===== src/rtl/hte_pkg.sv =====
`default_nettype none
// ----------------------------------------------------------------------------
// hte_pkg
// Shared types, constants and helpers of the html text extractor.
// ----------------------------------------------------------------------------
package hte_pkg;

    localparam int TagDepth   = 9;
    localparam int EntDepth   = 6;
    localparam int OutMax     = 16;
    localparam int QueueDepth = 4;
    localparam int OutDepth   = 8;

    typedef struct packed {
        logic [7:0] data;
        logic       is_end;
        logic       from_last;
    } t_token;

    typedef struct packed {
        logic [7:0] data;
        logic       valid;
        logic       last;
    } t_result;

    localparam logic [7:0] ChLf    = 8'h0A;
    localparam logic [7:0] ChCr    = 8'h0D;
    localparam logic [7:0] ChTab   = 8'h09;
    localparam logic [7:0] ChSpace = 8'h20;

    function automatic logic [7:0] to_lower(input logic [7:0] c);
        logic [7:0] r;
        r = c;
        if (c >= "A" && c <= "Z") begin
            r = c + 8'd32;
        end
        return r;
    endfunction

endpackage
`default_nettype wire


===== src/rtl/hte_queue.sv =====
`default_nettype none
// ----------------------------------------------------------------------------
// hte_queue
// Short request queue between the tag front and the text back.
// ----------------------------------------------------------------------------
module hte_queue #(
    parameter int DEPTH = hte_pkg::QueueDepth
) (
    input  wire logic            i_clk,
    input  wire logic            i_rst_n,
    input  wire logic            i_push,
    input  hte_pkg::t_token      i_data,
    output logic                 o_full,
    input  wire logic            i_pop,
    output hte_pkg::t_token      o_data,
    output logic                 o_empty
);
    localparam int PW = (DEPTH > 1) ? $clog2(DEPTH) : 1;
    localparam int CW = $clog2(DEPTH + 1);

    hte_pkg::t_token r_mem [DEPTH];
    logic [PW-1:0]   r_head, r_tail;
    logic [CW-1:0]   r_count;
    logic            wr, rd;

    assign o_full  = (r_count == CW'(DEPTH));
    assign o_empty = (r_count == '0);
    assign wr      = i_push && !o_full;
    assign rd      = i_pop && !o_empty;
    assign o_data  = r_mem[r_head];

    always_ff @(posedge i_clk) begin
        if (wr) begin
            r_mem[r_tail] <= i_data;
        end
    end

    always_ff @(posedge i_clk) begin
        if (!i_rst_n) begin
            r_head  <= '0;
            r_tail  <= '0;
            r_count <= '0;
        end else begin
            if (wr) begin
                r_tail <= (r_tail == PW'(DEPTH - 1)) ? '0 : r_tail + 1'b1;
            end
            if (rd) begin
                r_head <= (r_head == PW'(DEPTH - 1)) ? '0 : r_head + 1'b1;
            end
            r_count <= r_count + CW'(wr) - CW'(rd);
        end
    end

endmodule
`default_nettype wire


===== src/rtl/hte_tag_front.sv =====
`default_nettype none
// ----------------------------------------------------------------------------
// hte_tag_front
// Tag lookahead window: strips tags, script and style, marks line breaks.
// ----------------------------------------------------------------------------
module hte_tag_front (
    input  wire logic        i_clk,
    input  wire logic        i_rst_n,
    input  wire logic        i_push,
    input  wire logic [7:0]  i_in_byte,
    input  wire logic        i_in_last,
    output logic             o_full,
    output logic             o_tok_push,
    output hte_pkg::t_token  o_tok,
    input  wire logic        i_tok_full
);
    localparam int TD = hte_pkg::TagDepth;

    logic [7:0] r_win [TD];
    logic [3:0] r_fill, n_fill;
    logic [3:0] r_skip, n_skip;
    logic       r_in_tag, n_in_tag;
    logic       r_script_on, n_script_on;
    logic       r_style_on, n_style_on;
    logic       r_draining, n_draining;

    logic [7:0] x  [TD];
    logic [7:0] lx [TD];
    logic [3:0] f;
    logic       acc, do_front, end_push, closed;
    logic       m_sopen, m_sclose, m_stopen, m_stclose, m_nl;

    assign o_full   = r_draining || i_tok_full;
    assign acc      = i_push && !o_full;
    assign do_front = (acc && r_fill == 4'(TD - 1))
                   || (r_draining && r_fill != '0 && !i_tok_full);
    assign end_push = r_draining && r_fill == '0 && !i_tok_full;
    assign f        = r_draining ? r_fill : 4'(TD);

    always_comb begin
        for (int k = 0; k < TD; k++) begin
            x[k]  = (k == TD - 1 && !r_draining) ? i_in_byte : r_win[k];
            lx[k] = hte_pkg::to_lower(x[k]);
        end
    end

    assign m_sopen  = f >= 4'd7 && lx[1] == "s" && lx[2] == "c" && lx[3] == "r"
                   && lx[4] == "i" && lx[5] == "p" && lx[6] == "t";
    assign m_sclose = f >= 4'd9 && lx[1] == "/" && lx[2] == "s" && lx[3] == "c"
                   && lx[4] == "r" && lx[5] == "i" && lx[6] == "p" && lx[7] == "t"
                   && lx[8] == ">";
    assign m_stopen = f >= 4'd6 && lx[1] == "s" && lx[2] == "t" && lx[3] == "y"
                   && lx[4] == "l" && lx[5] == "e";
    assign m_stclose = f >= 4'd8 && lx[1] == "/" && lx[2] == "s" && lx[3] == "t"
                    && lx[4] == "y" && lx[5] == "l" && lx[6] == "e" && lx[7] == ">";
    assign m_nl = (f >= 4'd2 && lx[1] == "p")
               || (f >= 4'd3 && lx[1] == "b" && lx[2] == "r")
               || (f >= 4'd4 && lx[1] == "d" && lx[2] == "i" && lx[3] == "v")
               || (f >= 4'd3 && lx[1] == "l" && lx[2] == "i")
               || (f >= 4'd3 && lx[1] == "t" && lx[2] == "r")
               || (f >= 4'd3 && lx[1] == "h" && x[2] >= "1" && x[2] <= "6");

    always_comb begin
        n_fill      = r_fill;
        n_skip      = r_skip;
        n_in_tag    = r_in_tag;
        n_script_on = r_script_on;
        n_style_on  = r_style_on;
        n_draining  = r_draining;
        closed      = 1'b0;
        o_tok_push  = 1'b0;
        o_tok.data      = x[0];
        o_tok.is_end    = 1'b0;
        o_tok.from_last = r_draining || i_in_last;
        if (acc) begin
            n_fill = r_fill + 4'd1;
            if (i_in_last) begin
                n_draining = 1'b1;
            end
        end
        if (do_front) begin
            n_fill = r_draining ? r_fill - 4'd1 : r_fill;
            if (r_skip != '0) begin
                n_skip = r_skip - 4'd1;
            end else if (x[0] == "<") begin
                if (m_sopen) begin
                    n_script_on = 1'b1;
                end else if (m_sclose) begin
                    n_script_on = 1'b0;
                    n_skip      = 4'd8;
                    closed      = 1'b1;
                end else if (m_stopen) begin
                    n_style_on = 1'b1;
                end else if (m_stclose) begin
                    n_style_on = 1'b0;
                    n_skip     = 4'd7;
                    closed     = 1'b1;
                end
                if (!closed) begin
                    if (!n_script_on && !n_style_on && m_nl) begin
                        o_tok_push = 1'b1;
                        o_tok.data = hte_pkg::ChLf;
                    end
                    n_in_tag = 1'b1;
                end
            end else if (x[0] == ">") begin
                n_in_tag = 1'b0;
            end else if (!r_in_tag && !r_script_on && !r_style_on) begin
                o_tok_push = 1'b1;
            end
        end
        if (end_push) begin
            o_tok_push   = 1'b1;
            o_tok.data   = '0;
            o_tok.is_end = 1'b1;
            n_fill       = '0;
            n_skip       = '0;
            n_in_tag     = 1'b0;
            n_script_on  = 1'b0;
            n_style_on   = 1'b0;
            n_draining   = 1'b0;
        end
    end

    always_ff @(posedge i_clk) begin
        if (do_front) begin
            for (int k = 0; k < TD - 1; k++) begin
                r_win[k] <= x[k + 1];
            end
        end else if (acc) begin
            r_win[r_fill] <= i_in_byte;
        end
    end

    always_ff @(posedge i_clk) begin
        if (!i_rst_n) begin
            r_fill      <= '0;
            r_skip      <= '0;
            r_in_tag    <= 1'b0;
            r_script_on <= 1'b0;
            r_style_on  <= 1'b0;
            r_draining  <= 1'b0;
        end else begin
            r_fill      <= n_fill;
            r_skip      <= n_skip;
            r_in_tag    <= n_in_tag;
            r_script_on <= n_script_on;
            r_style_on  <= n_style_on;
            r_draining  <= n_draining;
        end
    end

    a_fill_bound: assert property (@(posedge i_clk) disable iff (!i_rst_n)
        r_fill <= 4'(TD - 1))
        else $error("tag window overfilled");
    a_last_drains: assert property (@(posedge i_clk) disable iff (!i_rst_n)
        acc && i_in_last |=> r_draining)
        else $error("last byte did not start drain");
    a_end_clears: assert property (@(posedge i_clk) disable iff (!i_rst_n)
        end_push |=> !r_in_tag && !r_script_on && !r_style_on && r_fill == '0)
        else $error("front state not cleared at end of document");

endmodule
`default_nettype wire


===== src/rtl/hte_text_back.sv =====
`default_nettype none
// ----------------------------------------------------------------------------
// hte_text_back
// Entity decode, whitespace collapse and trim, result queue.
// ----------------------------------------------------------------------------
module hte_text_back #(
    parameter int OUT_DEPTH = hte_pkg::OutDepth
) (
    input  wire logic        i_clk,
    input  wire logic        i_rst_n,
    input  hte_pkg::t_token  i_tok,
    input  wire logic        i_tok_empty,
    output logic             o_tok_pop,
    output logic             o_empty,
    input  wire logic        i_pop,
    output logic [7:0]       o_out_byte,
    output logic             o_out_valid,
    output logic             o_out_last
);
    localparam int ED = hte_pkg::EntDepth;
    localparam int PW = $clog2(OUT_DEPTH);
    localparam int CW = $clog2(OUT_DEPTH + 1);

    logic [7:0] r_ew [ED];
    logic [2:0] r_efill, n_efill;
    logic [2:0] r_eskip, n_eskip;
    logic       r_blank, n_blank, r_break, n_break, r_seen, n_seen;
    logic [7:0] r_pend [2];
    logic [1:0] r_pcount, n_pcount;
    logic [7:0] r_held;
    logic       r_hv, n_hv;
    logic [4:0] r_lcnt, n_lcnt;
    logic       r_draining, n_draining;

    hte_pkg::t_result r_of [OUT_DEPTH];
    logic [PW-1:0] r_head, r_tail;
    logic [CW-1:0] r_ocount;

    logic [7:0] y [ED];
    logic [2:0] f;
    logic       room, do_tok, tok_front, drain_front, do_front, do_final, rd;
    logic       coll_en, trim_en, is_vis, last_ctx;
    logic [7:0] coll_c, trim_c;
    logic [7:0] em [3];
    logic [1:0] n_em, allow, wn;
    logic [4:0] rem;
    hte_pkg::t_result wl [3];

    assign room        = r_ocount <= CW'(OUT_DEPTH - 3);
    assign do_tok      = !i_tok_empty && !r_draining && room;
    assign o_tok_pop   = do_tok;
    assign tok_front   = do_tok && !i_tok.is_end && r_efill == 3'(ED - 1);
    assign drain_front = r_draining && r_efill != '0 && room;
    assign do_front    = tok_front || drain_front;
    assign do_final    = r_draining && r_efill == '0 && room;
    assign f           = r_draining ? r_efill : 3'(ED);
    assign last_ctx    = r_draining || i_tok.from_last;

    always_comb begin
        for (int k = 0; k < ED; k++) begin
            y[k] = (k == ED - 1 && !r_draining) ? i_tok.data : r_ew[k];
        end
    end

    // entity decode
    always_comb begin
        n_eskip = r_eskip;
        coll_en = 1'b0;
        coll_c  = y[0];
        if (do_front) begin
            if (r_eskip != '0) begin
                n_eskip = r_eskip - 3'd1;
            end else begin
                coll_en = 1'b1;
                if (y[0] == "&") begin
                    if (f >= 3'd5 && y[1] == "a" && y[2] == "m" && y[3] == "p"
                        && y[4] == ";") begin
                        coll_c = "&"; n_eskip = 3'd4;
                    end else if (f >= 3'd4 && y[1] == "l" && y[2] == "t" && y[3] == ";") begin
                        coll_c = "<"; n_eskip = 3'd3;
                    end else if (f >= 3'd4 && y[1] == "g" && y[2] == "t" && y[3] == ";") begin
                        coll_c = ">"; n_eskip = 3'd3;
                    end else if (f >= 3'd6 && y[1] == "q" && y[2] == "u" && y[3] == "o"
                                 && y[4] == "t" && y[5] == ";") begin
                        coll_c = 8'h22; n_eskip = 3'd5;
                    end else if (f >= 3'd6 && y[1] == "n" && y[2] == "b" && y[3] == "s"
                                 && y[4] == "p" && y[5] == ";") begin
                        coll_c = hte_pkg::ChSpace; n_eskip = 3'd5;
                    end else if (f >= 3'd6 && y[1] == "a" && y[2] == "p" && y[3] == "o"
                                 && y[4] == "s" && y[5] == ";") begin
                        coll_c = 8'h27; n_eskip = 3'd5;
                    end
                end
            end
        end
    end

    // whitespace collapse
    always_comb begin
        n_blank = r_blank;
        n_break = r_break;
        trim_en = 1'b0;
        trim_c  = coll_c;
        if (coll_en) begin
            if (coll_c == hte_pkg::ChLf || coll_c == hte_pkg::ChCr) begin
                if (!r_break) begin
                    trim_en = 1'b1;
                    trim_c  = hte_pkg::ChLf;
                    n_break = 1'b1;
                end
                n_blank = 1'b0;
            end else if (coll_c == hte_pkg::ChSpace || coll_c == hte_pkg::ChTab) begin
                if (!r_blank && !r_break) begin
                    trim_en = 1'b1;
                    trim_c  = hte_pkg::ChSpace;
                    n_blank = 1'b1;
                end
            end else begin
                trim_en = 1'b1;
                n_blank = 1'b0;
                n_break = 1'b0;
            end
        end
    end

    // trim and emit
    assign is_vis = trim_en && trim_c != hte_pkg::ChLf && trim_c != hte_pkg::ChSpace;
    assign rem    = 5'(hte_pkg::OutMax) - r_lcnt;

    always_comb begin
        n_seen   = r_seen;
        n_pcount = r_pcount;
        em[0]    = (r_pcount != 2'd0) ? r_pend[0] : trim_c;
        em[1]    = (r_pcount == 2'd2) ? r_pend[1] : trim_c;
        em[2]    = trim_c;
        n_em     = is_vis ? r_pcount + 2'd1 : 2'd0;
        if (trim_en) begin
            if (!is_vis) begin
                if (r_seen && r_pcount != 2'd2) begin
                    n_pcount = r_pcount + 2'd1;
                end
            end else begin
                n_pcount = '0;
                n_seen   = 1'b1;
            end
        end
        allow = (last_ctx && {3'b000, n_em} > rem) ? rem[1:0] : n_em;
    end

    always_comb begin
        n_hv   = r_hv;
        n_lcnt = r_lcnt;
        wn     = '0;
        for (int k = 0; k < 3; k++) begin
            wl[k] = '{data: em[0], valid: 1'b1, last: 1'b0};
        end
        if (allow != '0) begin
            if (r_hv) begin
                wl[0] = '{data: r_held, valid: 1'b1, last: 1'b0};
                wl[1] = '{data: em[0], valid: 1'b1, last: 1'b0};
                wl[2] = '{data: em[1], valid: 1'b1, last: 1'b0};
                wn    = allow;
            end else begin
                wl[0] = '{data: em[0], valid: 1'b1, last: 1'b0};
                wl[1] = '{data: em[1], valid: 1'b1, last: 1'b0};
                wn    = allow - 2'd1;
            end
            n_hv = 1'b1;
            if (last_ctx) begin
                n_lcnt = r_lcnt + 5'(allow);
            end
        end
        if (do_final) begin
            if (r_lcnt != '0) begin
                wl[0] = '{data: r_held, valid: 1'b1, last: 1'b1};
                wn    = 2'd1;
            end else if (r_hv) begin
                wl[0] = '{data: r_held, valid: 1'b1, last: 1'b0};
                wl[1] = '{data: 8'h00, valid: 1'b0, last: 1'b1};
                wn    = 2'd2;
            end else begin
                wl[0] = '{data: 8'h00, valid: 1'b0, last: 1'b1};
                wn    = 2'd1;
            end
            n_hv   = 1'b0;
            n_lcnt = '0;
        end
    end

    always_comb begin
        n_efill    = r_efill;
        n_draining = r_draining;
        if (do_tok && i_tok.is_end) begin
            n_draining = 1'b1;
        end else if (do_tok && !tok_front) begin
            n_efill = r_efill + 3'd1;
        end
        if (drain_front) begin
            n_efill = r_efill - 3'd1;
        end
        if (do_final) begin
            n_draining = 1'b0;
        end
    end

    assign o_empty     = (r_ocount == '0);
    assign rd          = i_pop && !o_empty;
    assign o_out_byte  = r_of[r_head].data;
    assign o_out_valid = r_of[r_head].valid;
    assign o_out_last  = r_of[r_head].last;

    always_ff @(posedge i_clk) begin
        if (do_front) begin
            for (int k = 0; k < ED - 1; k++) begin
                r_ew[k] <= y[k + 1];
            end
        end else if (do_tok && !i_tok.is_end) begin
            r_ew[r_efill] <= i_tok.data;
        end
        if (trim_en && !is_vis && r_seen && r_pcount != 2'd2) begin
            r_pend[r_pcount[0]] <= trim_c;
        end
        if (allow != '0) begin
            r_held <= em[allow - 2'd1];
        end
        for (int k = 0; k < 3; k++) begin
            if (2'(k) < wn) begin
                r_of[r_tail + PW'(k)] <= wl[k];
            end
        end
    end

    always_ff @(posedge i_clk) begin
        if (!i_rst_n || do_final) begin
            r_eskip  <= '0;
            r_blank  <= 1'b0;
            r_break  <= 1'b0;
            r_seen   <= 1'b0;
            r_pcount <= '0;
        end else begin
            r_eskip  <= n_eskip;
            r_blank  <= n_blank;
            r_break  <= n_break;
            r_seen   <= n_seen;
            r_pcount <= n_pcount;
        end
    end

    always_ff @(posedge i_clk) begin
        if (!i_rst_n) begin
            r_efill    <= '0;
            r_hv       <= 1'b0;
            r_lcnt     <= '0;
            r_draining <= 1'b0;
            r_head     <= '0;
            r_tail     <= '0;
            r_ocount   <= '0;
        end else begin
            r_efill    <= n_efill;
            r_hv       <= n_hv;
            r_lcnt     <= n_lcnt;
            r_draining <= n_draining;
            r_tail     <= r_tail + PW'(wn);
            if (rd) begin
                r_head <= r_head + 1'b1;
            end
            r_ocount   <= r_ocount + CW'(wn) - CW'(rd);
        end
    end

    a_out_bound: assert property (@(posedge i_clk) disable iff (!i_rst_n)
        r_ocount <= CW'(OUT_DEPTH))
        else $error("result queue overflow");
    a_cap_bound: assert property (@(posedge i_clk) disable iff (!i_rst_n)
        r_lcnt <= 5'(hte_pkg::OutMax))
        else $error("final request count above cap");
    a_final_clears: assert property (@(posedge i_clk) disable iff (!i_rst_n)
        do_final |=> !r_hv && r_lcnt == '0 && !r_seen && !r_draining)
        else $error("back state not cleared at end of document");

endmodule
`default_nettype wire


===== src/rtl/html_text_extractor.sv =====
`default_nettype none
// ----------------------------------------------------------------------------
// html_text_extractor
// HTML byte stream in, plain text bytes out.
// ----------------------------------------------------------------------------
// input side: push a byte with i_in_byte/i_in_last while full is low.
// result side: while empty is low the oldest result sits on o_out_*;
// pop takes it. o_out_valid 0 marks an empty-text terminator.
// one byte is taken per cycle while full is low; when not stalled the tag
// front handles one window position a cycle, the back one entity position.
// text is delayed by the 9-byte tag and 6-byte entity lookahead windows
// and registered in the request queue and result queue; the newest
// character is held back until the next one or the end of the document.
// after a last byte the input is held off while the tag window drains;
// the back then drains the entity window and closes the document with
// out_last on its final result.
// a single visible character may release up to 3 results at once; the back
// stalls until the result queue has room, and a stalled receiver backs up
// through the queues to full.
// reset (synchronous) empties both queues and clears all window state.
// OUT_DEPTH must be a power of two of at least 4.
// ----------------------------------------------------------------------------
module html_text_extractor #(
    parameter int QUEUE_DEPTH = hte_pkg::QueueDepth,
    parameter int OUT_DEPTH   = hte_pkg::OutDepth
) (
    input  wire logic       i_clk,
    input  wire logic       i_rst_n,
    input  wire logic       push,
    output logic            full,
    input  wire logic [7:0] i_in_byte,
    input  wire logic       i_in_last,
    output logic            empty,
    input  wire logic       pop,
    output logic [7:0]      o_out_byte,
    output logic            o_out_valid,
    output logic            o_out_last
);
    hte_pkg::t_token tok_in, tok_out;
    logic            tok_push, tok_full, tok_pop, tok_empty;

    hte_tag_front u_front (
        .i_clk      (i_clk),
        .i_rst_n    (i_rst_n),
        .i_push     (push),
        .i_in_byte  (i_in_byte),
        .i_in_last  (i_in_last),
        .o_full     (full),
        .o_tok_push (tok_push),
        .o_tok      (tok_in),
        .i_tok_full (tok_full)
    );

    hte_queue #(.DEPTH(QUEUE_DEPTH)) u_queue (
        .i_clk   (i_clk),
        .i_rst_n (i_rst_n),
        .i_push  (tok_push),
        .i_data  (tok_in),
        .o_full  (tok_full),
        .i_pop   (tok_pop),
        .o_data  (tok_out),
        .o_empty (tok_empty)
    );

    hte_text_back #(.OUT_DEPTH(OUT_DEPTH)) u_back (
        .i_clk       (i_clk),
        .i_rst_n     (i_rst_n),
        .i_tok       (tok_out),
        .i_tok_empty (tok_empty),
        .o_tok_pop   (tok_pop),
        .o_empty     (empty),
        .i_pop       (pop),
        .o_out_byte  (o_out_byte),
        .o_out_valid (o_out_valid),
        .o_out_last  (o_out_last)
    );

endmodule
`default_nettype wire


===== config.mk =====
export PLATFORM = sky130hd
export DESIGN_NAME = html_text_extractor
export DESIGN_NICKNAME = d
export VERILOG_FILES = /design/src/rtl/hte_pkg.sv /design/src/rtl/hte_queue.sv /design/src/rtl/hte_tag_front.sv /design/src/rtl/hte_text_back.sv /design/src/rtl/html_text_extractor.sv
export SDC_FILE = /design/constraint.sdc
export NUM_CORES = 1
export LEC_CHECK = 0
export BUFFER_PORTS_ARGS = -buffer_cell sky130_fd_sc_hd__buf_2
export CAP_MARGIN = 20
export CELL_PAD_IN_SITES_DETAIL_PLACEMENT = 1
export CELL_PAD_IN_SITES_GLOBAL_PLACEMENT = 1
export CORE_MARGIN = 2
export CORE_UTILIZATION = 37
export CTS_BUF_LIST = sky130_fd_sc_hd__clkbuf_2 sky130_fd_sc_hd__clkbuf_4 sky130_fd_sc_hd__clkbuf_8
export DETAILED_ROUTE_END_ITERATION = 7
export PLACE_DENSITY_LB_ADDON = 0.3
export SLEW_MARGIN = 20
export SYNTH_ARGS = -nofsm -noshare
export SYNTH_HDL_FRONTEND = slang
export SYNTH_HIERARCHICAL = 1
export SYNTH_SLANG_ARGS = --single-unit

===== constraint.sdc =====
create_clock -name i_clk -period 10.6 [get_ports i_clk]
set_input_delay 2.12 -clock i_clk [delete_from_list [all_inputs] [get_ports i_clk]]
set_output_delay 2.12 -clock i_clk [all_outputs]
set_load 0.05 [all_outputs]

==> results.md <==
- Largest net degree at the start of global routing: 28
- Final Cycle Share: 0.854
- Htree depth: 2
- Post-synthesis cell area: approximately 0.018 mm2
- Final core occ: 0.417
- Top sig layer: met4
- Antenna cells: 0
- Worst r2r path cells: 25
- Register Area: between 0.008 and 0.009 mm2
- HP Class: flop to flop
- CTS resizes: 0
- WHS Path Cells: 2
- Yosys warning count: 6
- # Post-CTS Setup Buffers: 0
- CTS clk-pin slew, worst paths: about 0.060 ns
- Pre-antenna DRT Iters: 5
- Core ar.: between 0.04 and 0.05 mm2
- Final Slew Violations: 0
- Height of the chip: 225 um
- Metal3 WL: around 1.8 mm
- Layout area overhead: 10.8%
- DR WL met2: 24.6 mm
- GP Congestion: around 0.86
- First-pass GRT wire length: between 70 and 80 mm
- CTS root buf: clkbuf_8
- Critical Path Max Stage Delay: 0.80 ns
- Die Area: about 0.051 mm2
- Leak: between 7 and 8 nW
- Max-cap violation count: 0
- Multi-input logic area: just under 0.009 mm2
- PortBufs: 24
- Post-synthesis sequential area ratio: 0.488
- Initial Util: 0.377
- CP arrival: slightly above 9 ns
- Residual DRC count: 0
- Max transition margin: 0.252
- Number of global-route vias before repair: approximately 14k
- Final setup viols: 0
- Post-synth EDFFs: ~250
- Num Clock Sinks: around 320
- Critical path peak fanout: 15
- Most frequent cell after synthesis: edfxtp_1
- Via count of the routed design: about 13k
- Vias per cell: 5.67
- RSZ-0062 raised after global routing: no
- Top cell type's share of synthesized area: 0.412
- Clock skew: 0.0214 ns
- Minimum clock period after layout: roughly 9.1 ns
- Clk_lat worst skew: around 0.65 ns
- Status: complete, no violations
- Crit-path slowest cell: or4_1
- Setup tns final: 0 ns
- CTS buffer count: 56
- Final hold slack: 0.455 ns
- Startpoint types: flop
- Fillers: just over 5k
- Worst Path Required: 10.88 ns
- CP Capture Type: flop
- Post-Route M1 WL: 21.7 mm
- Top cells by area, synth: edfxtp_1 41%, mux2i_1 8.0%, dfxtp_1 7.5%
- Standard-cell row count: 80
- Final ANT Viol Nets: 0
- Syn Inst Count: between 1.5k and 2k
- Cts hold-fix bufs: 0
- Fin. Hold Viols: 0
- Ys flop type: edfxtp_1
- Maximum VDD drop: between 0.15 and 0.2 mV
- DRT iter0 DRCs: between 700 and 800
- Mean post-synth cell area: about 12 um2
- WL final: approximately 50 mm
- Grt ovf: 0
- Post-synth top cells: 248 x edfxtp_1, 145 x mux2i_1, 119 x nand2_1, 109 x mux2_2, 88 x nor2_1
- Hpwl dp: 36.5 mm
- Ports: 25
- Nets: 1,640
- Avg WL per Cell: ~22 um
- Post-synth top area cell: edfxtp_1
- PD cells: roughly 270 mW/mm2
- Longest Clk Path Bufs: 3
- Kind of critical path: flop to flop
- Register bit total from synthesis: 316
- TritonCTS clock tree: done
- Worst slew pin tran: roughly 1.1 ns
- Share of cells above drive strength 1: 0.211
- Die Wd: between 200 and 250 um
- Antenna violations before repair: 0
- GRT Total Usage: 0.199
- Fraction of registers with async set/reset: 0
- FMAX: ~110 MHz
- Post-synth cell types: around 120
[logic make-up after synthesis]
logic type | count (synthesis) | share of synthesized area
buffers and inverters | 135 | 0.0318
AOI/OAI and AO/OA | 266 | 0.106
and+or+nand+nor | 474 | 0.144
xor gates and xnor gates | 18 | 0.00873
muxes | 286 | 0.187
adders and majority gates | 45 | 0.0337
DFF | 316 | 0.488
other | 2 | 0.000416
[critical path: cells and delay by family, from the launching register on]
kind	cells	cell delay, ns
buffers and inverters	3	0.77
DFF	1	0.76
adders and majority gates	2	0.63
muxes	1	0.65
and+or+nand+nor	9	3.32
AOI/OAI and AO/OA	10	2.52
[where the power goes]
| group | internal, W | switching, W | total (W) |
|---|---|---|---|
| Sequential | 0.00180 | 0.000304 | 0.00210 |
| Clock | 0.000704 | 0.000537 | 0.00124 |
| Combinational | 0.000768 | 0.00126 | 0.00202 |
[stage by stage]
stage	worst slack, ns	instance area [um2]	instances	power, W
after detailed placement	1.48	18800	2139	0.00415
final	1.55	20000	2245	0.00537
after global routing	0.804	20000	2245	0.00571
after floorplan	3.25	18100	1556	0.00351
after global placement	1.80	18800	2139	0.00407
after CTS	1.50	20000	2245	0.00542
[placed cells by master, fill, tap and decap left out, types with 38 or more instances in the layout]
cell type and instances:
a21oi_1 50, clkbuf_8 64, dfxtp_1 68, edfxtp_1 248, ha_1 39, inv_1 65, mux2_2 109, mux2i_1 145
nand2_1 119, nor2_1 87, nor3_1 38, o21ai_0 44
[path summary, 6_finish.rpt]
path | slack [ns] | start | to
setup / recovery | 1.55 | flop | u_back/r_of[1][9]
hold / removal | 0.46 | u_back/r_of[3][0] | u_back/r_of[3][0]
setup reg to reg | 1.55 | flop | u_back/r_of[1][9]
hold reg to reg | 0.46 | u_back/r_of[3][0] | u_back/r_of[3][0]
[sequential cells by signal, indices dropped and copies added (netlist names), 2 cells and up, named ones only]
signal / count
u_back/r_efill: 3
u_back/r_eskip: 3
u_back/r_ew: 48
u_back/r_head: 3
u_back/r_held: 8
u_back/r_lcnt: 5
u_back/r_ocount: 4
u_back/r_of: 80
u_back/r_pcount: 2
u_back/r_pend: 16
u_back/r_tail: 3
u_front/r_fill: 4
u_front/r_skip: 4
u_front/r_win: 72
u_queue/r_count: 3
u_queue/r_head: 2
u_queue/r_mem: 40
u_queue/r_tail: 2
[cell type report]
type,count,area share
clock inverter,28,0.0126
multi-input combinational,1105,0.437
clock buffer,78,0.0493
tap,615,0.0384
timing repair buffer,35,0.0101
inverter,68,0.0128
sequential,316,0.440
[layer usage]
| metal | up-vias | global-route usage |
|---|---|---|
| li1 | 5961 | - |
| met1 | 6423 | 0.247 |
| met2 | 246 | 0.350 |
| met3 | 106 | 0.0313 |
| met4 | 0 | 0.0711 |
| met5 | - | 0 |
(Power assumes the default switching activity.)
